<file path="config.mk">
export PLATFORM = sky130hd
export DESIGN_NAME = bitmap_block_allocator
export DESIGN_NICKNAME = d
export VERILOG_FILES = /design/src/rtl/bba_pkg.sv /design/src/rtl/bitmap_block_allocator.sv
export VERILOG_INCLUDE_DIRS = /design/src /design/src/rtl
export SDC_FILE = /design/constraint.sdc
export NUM_CORES = 2
export LEC_CHECK = 0
export ABC_AREA = 1
export BUFFER_PORTS_ARGS = -buffer_cell sky130_fd_sc_hd__buf_2
export CAP_MARGIN = 20
export CORE_UTILIZATION = 30
export DETAILED_ROUTE_END_ITERATION = 10
export PLACE_DENSITY = 0.44
export SLEW_MARGIN = 10
export SYNTH_ARGS = -nofsm -noshare
export SYNTH_HDL_FRONTEND = slang
export SYNTH_SLANG_ARGS = --single-unit
</file>
<file path="constraint.sdc">
create_clock -name aclk -period 8.9 [get_ports aclk]
set_input_delay 1.78 -clock aclk [delete_from_list [all_inputs] [get_ports aclk]]
set_output_delay 1.78 -clock aclk [all_outputs]
set_load 0.01 [all_outputs]
</file>
<file path="src/rtl/assert_macros.svh">
// ----------------------------------------------------------------------------
// assert_macros.svh
// Assertion helpers shared by the allocator RTL.
// ----------------------------------------------------------------------------
`ifndef ASSERT_MACROS_SVH
`define ASSERT_MACROS_SVH

// Antecedent implies consequent in the same cycle.
`define BBA_ASSERT_IMP(lbl, clk, rstn, ante, cons, msg) \
    lbl: assert property (@(posedge clk) disable iff (!rstn) (ante) |-> (cons)) \
        else $error(msg);

// Antecedent implies consequent in the next cycle.
`define BBA_ASSERT_NEXT(lbl, clk, rstn, ante, cons, msg) \
    lbl: assert property (@(posedge clk) disable iff (!rstn) (ante) |=> (cons)) \
        else $error(msg);

// Expression must never hold.
`define BBA_ASSERT_NEVER(lbl, clk, rstn, expr, msg) \
    lbl: assert property (@(posedge clk) disable iff (!rstn) !(expr)) \
        else $error(msg);

`endif

</file>
<file path="src/rtl/bba_pkg.sv">
// ----------------------------------------------------------------------------
// bba_pkg
// Types, codes and helper functions of the bitmap block allocator.
// ----------------------------------------------------------------------------
`default_nettype none

package bba_pkg;

    // Map geometry
    localparam int MAX_BLOCKS = 4096;
    localparam int WORD_BITS  = 32;
    localparam int MAP_WORDS  = (MAX_BLOCKS + WORD_BITS - 1) / WORD_BITS;
    localparam int BLK_W      = $clog2(MAX_BLOCKS);
    localparam int BIT_W      = $clog2(WORD_BITS);
    localparam int WIDX_W     = $clog2(MAP_WORDS);
    localparam int CNT_W      = 13;

    localparam logic [WIDX_W-1:0] ROW_LAST  = WIDX_W'(MAP_WORDS - 1);
    localparam logic [CNT_W-1:0]  CNT_MAX   = CNT_W'(MAX_BLOCKS);

    // Action codes
    localparam logic [1:0] ACT_ALLOC  = 2'd0;
    localparam logic [1:0] ACT_FREE   = 2'd1;
    localparam logic [1:0] ACT_FORMAT = 2'd2;

    // Status codes
    localparam logic [1:0] ST_OK    = 2'd0;
    localparam logic [1:0] ST_FULL  = 2'd1;
    localparam logic [1:0] ST_RANGE = 2'd2;

    // Register indexes
    localparam logic REG_TOTAL    = 1'b0;
    localparam logic REG_RESERVED = 1'b1;

    typedef logic [WORD_BITS-1:0] map_word_t;

    typedef struct packed {
        logic [1:0]       action;
        logic [BLK_W-1:0] block_number;
    } in_beat_t;

    typedef struct packed {
        logic [BLK_W-1:0] allocated_block;
        logic [1:0]       status;
    } out_beat_t;

    // Index of the lowest clear bit (word must not be all ones).
    function automatic logic [BIT_W-1:0] first_zero(input map_word_t word);
        logic [BIT_W-1:0] idx;
        idx = '0;
        for (int i = WORD_BITS - 1; i >= 0; i--) begin
            if (!word[i]) begin
                idx = BIT_W'(i);
            end
        end
        return idx;
    endfunction

    // Contents of one map word right after a format with n reserved blocks.
    function automatic map_word_t format_word(input logic [CNT_W-1:0] n,
                                              input logic [WIDX_W-1:0] row);
        logic [CNT_W-BIT_W-1:0] n_row;
        map_word_t              w;
        n_row = n[CNT_W-1:BIT_W];
        if (n_row > (CNT_W-BIT_W)'(row)) begin
            w = '1;
        end else if (n_row == (CNT_W-BIT_W)'(row)) begin
            w = (map_word_t'(1) << n[BIT_W-1:0]) - map_word_t'(1);
        end else begin
            w = '0;
        end
        return w;
    endfunction

endpackage

`default_nettype wire

</file>
<file path="src/rtl/bitmap_block_allocator.sv">
// ----------------------------------------------------------------------------
// bitmap_block_allocator
// First-fit free-block bitmap allocator with an APB register port.
// ----------------------------------------------------------------------------
// One usage bit per block, 32 blocks to a word, in a 128 x 32 single-port-read
// RAM with a registered read. Items are handled one at a time. Allocate scans
// the map one word per cycle through the RAM read port, from the first word up
// to the first word with a clear bit or to the last word. Free reads the word,
// then writes it back. Format writes the map word by word after the accepting
// cycle. An out-of-range free or an undefined action answers without a map
// access. A finished result sits in an output register, so the next beat can
// be taken as soon as the result has a slot.
// The map reads as all free after reset through per-word valid flops; there is
// no clearing pass. Registers: 0x0 total_blocks, 0x4 reserved_blocks.
// ----------------------------------------------------------------------------
`default_nettype none

module bitmap_block_allocator (
    input  wire logic                  aclk,
    input  wire logic                  aresetn,
    // APB register port
    input  wire logic                  psel,
    input  wire logic                  penable,
    input  wire logic                  pwrite,
    input  wire logic [2:0]            paddr,
    input  wire logic [31:0]           pwdata,
    output logic      [31:0]           prdata,
    output logic                       pready,
    // request channel
    input  wire logic                  s_valid,
    output logic                       s_ready,
    input  wire bba_pkg::in_beat_t     s_data,
    // result channel
    output logic                       m_valid,
    input  wire logic                  m_ready,
    output bba_pkg::out_beat_t         m_data
);
    import bba_pkg::*;

    `include "assert_macros.svh"

    localparam logic [1:0] S_IDLE = 2'd0;
    localparam logic [1:0] S_SCAN = 2'd1;
    localparam logic [1:0] S_FREE = 2'd2;
    localparam logic [1:0] S_FMT  = 2'd3;

    // Registers
    logic [CNT_W-1:0]  total_reg;
    logic [CNT_W-1:0]  reserved_reg;
    logic [1:0]        state_reg, state_next;
    logic [WIDX_W-1:0] scan_reg, scan_next;
    logic [WIDX_W-1:0] fmt_reg, fmt_next;
    logic [BLK_W-1:0]  blk_reg, blk_next;
    logic              m_valid_reg;
    out_beat_t         m_beat_reg;

    // Map RAM
    map_word_t         usage_mem [MAP_WORDS];
    logic [MAP_WORDS-1:0] row_vld_reg;
    map_word_t         rd_data_reg;
    logic              rd_vld_reg;
    logic              mem_re, mem_we;
    logic [WIDX_W-1:0] mem_raddr, mem_waddr;
    map_word_t         mem_wdata;

    logic              s_accept;
    logic              cfg_wr;
    logic [CNT_W-1:0]  lim;
    logic [CNT_W-1:0]  fmt_n;
    map_word_t         word;
    logic [BIT_W-1:0]  zero_idx;
    logic [BLK_W-1:0]  cand;
    logic              done;
    out_beat_t         done_beat;

    // Register port
    assign pready = 1'b1;
    assign cfg_wr = psel && penable && pwrite && pready;
    assign prdata = (paddr[2] == REG_RESERVED) ? 32'(reserved_reg) : 32'(total_reg);

    always_ff @(posedge aclk) begin
        if (!aresetn) begin
            total_reg    <= CNT_MAX;
            reserved_reg <= '0;
        end else if (cfg_wr) begin
            if (paddr[2] == REG_TOTAL) begin
                total_reg <= pwdata[CNT_W-1:0];
            end else begin
                reserved_reg <= pwdata[CNT_W-1:0];
            end
        end
    end

    // Limits in force
    assign lim   = (total_reg > CNT_MAX) ? CNT_MAX : total_reg;
    assign fmt_n = (reserved_reg > CNT_MAX) ? CNT_MAX : reserved_reg;

    // Word read back from the map; unwritten rows read as free
    assign word     = rd_vld_reg ? rd_data_reg : '0;
    assign zero_idx = first_zero(word);
    assign cand     = {scan_reg, zero_idx};

    assign s_ready  = (state_reg == S_IDLE) && (!m_valid_reg || m_ready);
    assign s_accept = s_valid && s_ready;

    // Sequencer
    always_comb begin
        state_next = state_reg;
        scan_next  = scan_reg;
        fmt_next   = fmt_reg;
        blk_next   = blk_reg;
        mem_re     = 1'b0;
        mem_raddr  = scan_reg + 1'b1;
        mem_we     = 1'b0;
        mem_waddr  = scan_reg;
        mem_wdata  = word;
        done       = 1'b0;
        done_beat  = '{allocated_block: '0, status: ST_OK};

        unique case (state_reg)
            S_IDLE: begin
                if (s_accept) begin
                    unique case (s_data.action)
                        ACT_ALLOC: begin
                            mem_re     = 1'b1;
                            mem_raddr  = '0;
                            scan_next  = '0;
                            state_next = S_SCAN;
                        end
                        ACT_FREE: begin
                            if ({1'b0, s_data.block_number} >= lim) begin
                                done             = 1'b1;
                                done_beat.status = ST_RANGE;
                            end else begin
                                mem_re     = 1'b1;
                                mem_raddr  = s_data.block_number[BLK_W-1:BIT_W];
                                blk_next   = s_data.block_number;
                                state_next = S_FREE;
                            end
                        end
                        ACT_FORMAT: begin
                            fmt_next   = '0;
                            state_next = S_FMT;
                        end
                        default: begin
                            done = 1'b1;
                        end
                    endcase
                end
            end
            S_SCAN: begin
                if (word != '1) begin
                    // first word with a clear bit decides the outcome
                    done       = 1'b1;
                    state_next = S_IDLE;
                    if ({1'b0, cand} < lim) begin
                        mem_we                    = 1'b1;
                        mem_waddr                 = scan_reg;
                        mem_wdata                 = word | (map_word_t'(1) << zero_idx);
                        done_beat.allocated_block = cand;
                    end else begin
                        done_beat.status = ST_FULL;
                    end
                end else if (scan_reg == ROW_LAST) begin
                    done             = 1'b1;
                    done_beat.status = ST_FULL;
                    state_next       = S_IDLE;
                end else begin
                    mem_re    = 1'b1;
                    scan_next = scan_reg + 1'b1;
                end
            end
            S_FREE: begin
                mem_we     = 1'b1;
                mem_waddr  = blk_reg[BLK_W-1:BIT_W];
                mem_wdata  = word & ~(map_word_t'(1) << blk_reg[BIT_W-1:0]);
                done       = 1'b1;
                state_next = S_IDLE;
            end
            S_FMT: begin
                mem_we    = 1'b1;
                mem_waddr = fmt_reg;
                mem_wdata = format_word(fmt_n, fmt_reg);
                if (fmt_reg == ROW_LAST) begin
                    done       = 1'b1;
                    state_next = S_IDLE;
                end else begin
                    fmt_next = fmt_reg + 1'b1;
                end
            end
            default: begin
                state_next = S_IDLE;
            end
        endcase
    end

    // Control registers
    always_ff @(posedge aclk) begin
        if (!aresetn) begin
            state_reg   <= S_IDLE;
            row_vld_reg <= '0;
            m_valid_reg <= 1'b0;
        end else begin
            state_reg <= state_next;
            if (mem_we) begin
                row_vld_reg[mem_waddr] <= 1'b1;
            end
            if (done) begin
                m_valid_reg <= 1'b1;
            end else if (m_ready) begin
                m_valid_reg <= 1'b0;
            end
        end
    end

    // Datapath registers
    always_ff @(posedge aclk) begin
        scan_reg <= scan_next;
        fmt_reg  <= fmt_next;
        blk_reg  <= blk_next;
        if (done) begin
            m_beat_reg <= done_beat;
        end
    end

    // Map RAM: one write port, one registered read port
    always_ff @(posedge aclk) begin
        if (mem_we) begin
            usage_mem[mem_waddr] <= mem_wdata;
        end
        if (mem_re) begin
            rd_data_reg <= usage_mem[mem_raddr];
            rd_vld_reg  <= row_vld_reg[mem_raddr];
        end
    end

    assign m_valid = m_valid_reg;
    assign m_data  = m_beat_reg;

    // Checks
    `BBA_ASSERT_NEVER(a_mem_rw_clash, aclk, aresetn, mem_we && mem_re, "map read and write in one cycle")
    `BBA_ASSERT_IMP(a_out_slot_free, aclk, aresetn, done, !(m_valid_reg && !m_ready), "result overwrites pending beat")
    `BBA_ASSERT_NEXT(a_scan_step, aclk, aresetn, (state_reg == S_SCAN) && !done, (state_reg == S_SCAN) && (scan_reg == $past(scan_reg) + 1'b1), "scan did not advance one word")

endmodule

`default_nettype wire

</file>
---- Yosys cells after proc, flatten, opt, wreduce, memory -nomap -nowiden ----
Memory sizes are Yosys's and may differ from the RTL's. A register that Yosys moved wholly into a read port is not among the register bits.
Index checks and enable logic that the tools add are counted.
word-level totals
  output and inout bits ................... 49
  logic and storage cells ................. 165
  register bits ........................... 198
  input port bits ......................... 56
  memory bits (writable) .................. 4096
  memories ................................ 1
operators by class
  add/sub/neg operators ................... 3
  bitwise logic cells ..................... 6
  reductions and logical operators ........ 21
  shift-type cells ........................ 3
  $lt $le $gt $ge ......................... 8
  multiplexer cells ....................... 93
  equal/unequal tests ..................... 19
memories
  name       depth  bits a word  rd ports  clocked after memory_dff  wr ports  line                          RTL
  usage_mem  128    32           1         1                         1         bitmap_block_allocator.sv:58  map_word_t usage_mem [MAP_WORDS];
operator list
  operator                                                number
  two-way mux 32 bit                                      5
  two-way mux 5 bit                                       32
  bitwise OR 128 bit                                      1
  case mux 32 bit (3 select lines)                        1
  << shifter 1 x 5 -> 32 bit (first input constant)       3
  two-way mux 7 bit                                       10
  case mux 7 bit (2 select lines)                         4
  two-way mux 13 bit                                      3
  AND 32 bit                                              1
  != test 32 bit (second input constant)                  1
  inverter 32 bit                                         1
  bitwise OR 32 bit                                       1
  subtractor 32 x 1 -> 32 bit (second input constant)     1
  greater-than comparator 13 bit (second input constant)  2
  two-way mux 1 bit                                       19
  two-way mux 2 bit                                       9
  < comparator 7 x 8 -> 1 bit (second input constant)     2
  adder 7 x 1 -> 7 bit (second input constant)            2
  == test 7 bit (second input constant)                   2
  >= comparator 12 x 13 -> 1 bit                          1
  < comparator 12 x 13 -> 1 bit                           1
  != test 2 bit (second input constant)                   5
  AND reduction 5 bit                                     2
  == test 8 x 7 -> 1 bit                                  1
  other kinds (24)                                        43

---- Longest topological paths before layout ----
  depth after elaboration ................. 39
  gate-level depth with buffers ........... 42
  gate-level depth less buffers ........... 40

---- Least setup slack after synthesis ----
Ideal clock, no wire load.
  path type ............................... flip-flop to flip-flop
  from .................................... reg rd_vld_reg
  to ...................................... mem usage_mem[0][24] (netlist name), data pin
  cell stages (with the launch flop) ...... 19
  buffers on the path ..................... 4
  setup slack ............................. -0.340 ns
  clock period less this slack ............ 9.240 ns
  arrival ................................. 7.999 ns
  required time ........................... 7.659 ns
  setup time .............................. 1.241 ns
  path through ............................ edfxtp_1 > buf_2 > buf_2 > nand2_1 > nor2_1 > nand2_1 > o31ai_1 > nand2_1 > inv_1 > clkbuf_1 > ha_1 > nand2_1 > nor2_1 > a211oi_1 > nand2_1 > nand2_4 > clkbuf_1 > nand4_1 > a21boi_0
on the way
  cells in the longest elaborated chain, start to end .. 38
  elaborated cells between the ends (all ways) .. 41
  those cells by class .................... order compare: 1; eq/ne: 1; shift: 1; mux: 36; bitwise: 2
RTL lines
  what                                                                   line                           RTL
  start, declared                                                        bitmap_block_allocator.sv:61   logic rd_vld_reg;
  start signal, assigned                                                 bitmap_block_allocator.sv:233  rd_vld_reg <= row_vld_reg[mem_raddr];
  two-way mux 32 bit (*)                                                 bitmap_block_allocator.sv:99   assign word = rd_vld_reg ? rd_data_reg : '0;
  two-way mux 5 bit (31 in series)                                       bba_pkg.sv:52                  if (!word[i]) begin
  two-way mux 5 bit (*)                                                  bba_pkg.sv:52
  via zero_idx[3]                                                        bitmap_block_allocator.sv:71   logic [BIT_W-1:0] zero_idx;
  branches (longest 2 deep; another with < comparator 12 x 13 -> 1 bit)  -
  two-way mux 32 bit (*)                                                 bitmap_block_allocator.sv:156  if ({1'b0, cand} < lim) begin
  two-way mux 32 bit (*)                                                 bitmap_block_allocator.sv:152  if (word != '1) begin
  case mux 32 bit (3 select lines) (*)                                   bitmap_block_allocator.sv:120  unique case (state_reg)
  via mem_wdata[24]                                                      bitmap_block_allocator.sv:64   map_word_t mem_wdata;
  end, declared                                                          bitmap_block_allocator.sv:58
Mark *: on every way through the listed nets, which the timed path passes.

---- Final worst setup path ----
  from .................................... reg rd_vld_reg
  to ...................................... mem usage_mem[65][18] (netlist name) (enable)
on the way
  cells in the longest elaborated chain, start to end .. 39
  elaborated cells between the ends (all ways) .. 40
  those cells by class .................... order compare: 1; eq/ne: 1; mux: 38
RTL lines
  what                                         line                           RTL
  two-way mux 32 bit (*)                       bitmap_block_allocator.sv:99
  two-way mux 5 bit (31 in series)             bba_pkg.sv:52
  two-way mux 5 bit (*)                        bba_pkg.sv:52
  via zero_idx[1]                              bitmap_block_allocator.sv:71
  < comparator 12 x 13 -> 1 bit (*)            bitmap_block_allocator.sv:156
  two-way mux 1 bit (*)                        bitmap_block_allocator.sv:156
  two-way mux 1 bit (*)                        bitmap_block_allocator.sv:152
  case mux 1 bit (2 select lines) (*)          bitmap_block_allocator.sv:120
  two-way mux 1 bit (*)                        bitmap_block_allocator.sv:228  if (mem_we) begin
  two-way mux 1 bit (implied by the code) (*)  bitmap_block_allocator.sv:229  usage_mem[mem_waddr] <= mem_wdata;
Mark *: on every way through the listed nets, which the timed path passes. The rest lies on a longest branch.

==> impl_metrics.py <==
metrics = {
    "outcome": {
        "status": "completed",
    },
    "synth": {
        "avgSynthCellArea_um2": 12.4,
        "synth_top_family_by_area": "compound AO/OA/AOI/OAI gates",
        "synth_compound_area_share_pct": 12.0,
        "synth_seq_cells": 4326,
        "synthCells": 14100,
        "synthAdderAreaFrac_pct": 0.257,
        "synth_xor_xnor_area_share_pct": 0.0299,
        "ys.flop_type": "edfxtp_1",
        "ys_types": 56,
        "seq_area_frac_synth_pct": 73.1,
        "synth_edf_count": 4169,
        "synth_area_mm2": 0.175,
        "synth-simple-area-share_pct": 11.3,
        "muxShareOfSynthArea_pct": 0,
        "async_flop_share_pct": 0,
        "yosys_warnings": 0,
    },
    "clocking": {
        "cts_max_level": 5,
        "cts_sinks": 4326,
        "cts_root_buffer": "clkbuf_16",
        "clock_latency_ns": 1.04,
        "cts_made_buffers": 455,
        "clockBufferDepth": 4,
        "post_cts_buffers": 0,
        "cts_tree": "built",
        "clk_pin_slew_worst_paths_ns": 0.06,
        "cts_resized": 0,
        "hold_buffers": 0,
    },
    "floorplanning": {
        "core_mm2": 0.582,
        "die_area_mm2": 0.588,
        "ios": 105,
        "die_x_um": 767,
        "initial_utilization_pct": 30.2,
        "die_h_um": 767,
        "rows": 280,
    },
    "worst_setup_path": {
        "criticalPathCategory": "reg -> reg",
        "max_stage_delay_ns": 0.99,
        "reg2regPathDepth": 28,
        "worstPathRequired_ns": 9.58,
        "slowest_stage": "edfxtp_1",
        "rr_startpoint": "rd_vld_reg$_DFFE_PP_",
        "r2r_slack_ns": 1.39,
        "setup.worst_path.end_class": "flop",
        "critPathCapture": "usage_mem[65][18]$_DFFE_PP_",
        "critPathMaxFanout": 90,
        "crit_top_cell": "nand2_1",
        "startpoint": "rd_vld_reg$_DFFE_PP_",
        "r2r_end": "usage_mem[65][18]$_DFFE_PP_",
        "arrival_ns": 8.19,
        "setup.worst_path.start_class": "flop",
    },
    "grt": {
        "use_met2_pct": 29.5,
        "grt_pass1_wl_um": 822000,
        "grt_max_degree": 156,
        "grt_antenna_before_repair": 33,
        "grtUsageTotal_pct": 19.0,
        "busiest_layer": "met2",
        "met1_usage_pct": 27.6,
        "grt_util_met3_pct": 2.44,
        "gr-total-overflow": 0,
        "grt_pass1_vias": 109000,
    },
    "layout": {
        "synthToLayoutAreaGrowth_pct": 14.5,
        "final_layout_size_suffix_gt1_share_pct": 9.37,
        "multi_input_area_mm2": 0.0420,
        "finalNetCount": 14100,
        "fillers": 57100,
        "seqCellArea_mm2": 0.128,
        "final_cell_area_mm2": 0.201,
        "largest_register_ffs": 4096,
    },
    "timing": {
        "tightest_slew_ns": 1.20,
        "fin_crit_sh_pct": 84.4,
        "hold_violations": 0,
        "max-slew-margin-rel_pct": 19.9,
        "finalClockSkew_ns": 0.0774,
        "max_freq_mhz": 133,
        "maxSlewViolCount": 0,
        "finalSetupViolations": 0,
        "final.setup.tns_ns": 0,
        "period_needed_ns": 7.51,
        "rsz0062_at_grt": "false",
    },
    "route": {
        "wl_per_cell_um": 26.1,
        "drtIter0Drc": 11000,
        "drc_errors": 0,
        "vias": 115000,
        "dr.pass1.iters": 6,
        "vias_per_cell": 5.17,
        "wl_um": 579000,
        "drtAntennaViolNets": 0,
    },
    "worst_hold_path": {
        "min_path_type": "reg -> reg",
    },
    "place": {
        "placed_cell_area_mm2": 0.186,
        "port_buffers": 63,
        "gp_routability_congestion": 0.854,
        "place_hpwl_um": 323000,
    },
    "power_and_ir_drop": {
        "peakVddDrop_mv": 0.173,
        "cellPowerDensity_mw_per_mm2": 232,
        "p_leak_nw": 64.6,
    },
    "run": {
        "cap_violations": 0,
    },
}
cell usage in the layout, fill, tap and decap left out, types with 11 or more instances in the layout:
cell       instances
nand3_1          270
clkbuf_1          99
o32ai_1         1089
clkinv_1         140
o21ai_0         1527
o21ai_1           78
a32oi_1           11
conb_1            20
clkinv_2          72
nand2_2           35
inv_1            258
dfxtp_1          157
bufinv_16         30
clkbuf_8          13
nor3_1            21
o22ai_1          199
nor2_4            30
nand3_4           19
diode_2           13
inv_2            106
edfxtp_1        4169
ha_1              36
a21oi_2           22
nor2_1          3924
clkbuf_16        473
a21oi_1          209
buf_12           117
nand2_1          725
buf_2             63
a221oi_1          28
nand4_1           39
buf_4            303
logic make-up (layout without fill, tap and decap cells):
family / Yosys count / in the layout
AOI/OAI and AO/OA: 3243 / 3243
xor gates and xnor gates: 6 / 6
adders and majority gates: 36 / 36
buffers and inverters: 1413 / 1707
DFF: 4326 / 4326
other: 2 / 33
and+or+nand+nor: 5088 / 5088
per-stage QoR:
step,hold WS (ns),setup slack (ns),power [mW],util (%),instances
after CTS,0.451,1.59,47.0,34.5,22200
final,0.452,1.39,46.6,34.5,22200
after global routing,0.465,0.940,48.0,34.5,22200
after global placement,0.438,1.28,28.3,31.9,21300
after detailed placement,0.441,1.31,28.3,32.0,21300
after floorplan,0.427,1.59,26.1,-,14100
where the power goes:
| part | leakage, nW | internal [mW] | switching (mW) |
|---|---|---|---|
| logic | 18.3 | 1.13 | 3.84 |
| clock network | 7.07 | 10.6 | 8.08 |
| registers | 39.3 | 22.8 | 0.0339 |
| total | 64.6 | 34.6 | 12.0 |
critical path: cells and delay by family, from the launching register on:
family          cells  cell delay, ns
simple gates       22            4.27
fa+ha+maj           1            0.34
compound gates      3            0.53
buf+inv             2            0.87
flops               1            0.99
synth_stat cells, types with 8 or more instances:
library cell     n  share of area (%)
edfxtp_1      4169                 71
nor2_1        3950                8.5
o21ai_0       1527                4.4
o32ai_1       1089                5.4
nand2_1        726                1.6
clkbuf_1       708                1.5
inv_1          366               0.78
nand3_1        288               0.82
buf_2          213               0.61
a21oi_1        209               0.60
o22ai_1        201               0.72
dfxtp_1        157                1.8
o21ai_1         79               0.23
buf_1           60               0.13
nand4_1         39               0.14
buf_4           38               0.16
ha_1            36               0.26
nand2_2         36               0.13
a221oi_1        28               0.14
a21oi_2         22               0.11
nor3_1          21              0.060
a22oi_1         16              0.068
buf_6           13              0.083
a32oi_1         11              0.055
o21a_1          11              0.047
o211ai_1        10              0.043
a211oi_1         9              0.039
inv_2            8              0.017
routing by layer:
| layer | vias to the layer above | share of wire (%) |
|---|---|---|
| met5 | - | 0.0017 |
| met4 | 2 | 3.4 |
| met3 | 738 | 5.7 |
| met2 | 3381 | 45 |
| met1 | 58800 | 46 |
| li1 | 51800 | - |
final cells by class:
type | count | share of cell area, %
sequential | 4326 | 63.9
multi-input combinational | 8393 | 20.9
clock buffer | 588 | 6.18
tap | 7755 | 4.83
timing repair buffer | 483 | 2.46
clock inverter | 256 | 1.01
inverter | 380 | 0.728
antenna | 13 | 0.0162
worst min path at each step:
stage	startpoint	depth (start not counted)	slack, ns	end
final	row_vld_reg[99]$_SDFFE_PN0P_	2	0.45	row_vld_reg[99]$_SDFFE_PN0P_
after global routing	row_vld_reg[60]$_SDFFE_PN0P_	2	0.47	row_vld_reg[60]$_SDFFE_PN0P_
after CTS	row_vld_reg[99]$_SDFFE_PN0P_	2	0.45	row_vld_reg[99]$_SDFFE_PN0P_
after detailed placement	row_vld_reg[43]$_SDFFE_PN0P_	2	0.44	row_vld_reg[43]$_SDFFE_PN0P_
after global placement	row_vld_reg[42]$_SDFFE_PN0P_	2	0.44	row_vld_reg[42]$_SDFFE_PN0P_
after floorplan	row_vld_reg[110]$_SDFFE_PN0P_	2	0.43	row_vld_reg[110]$_SDFFE_PN0P_
(Power assumes the default switching activity.)
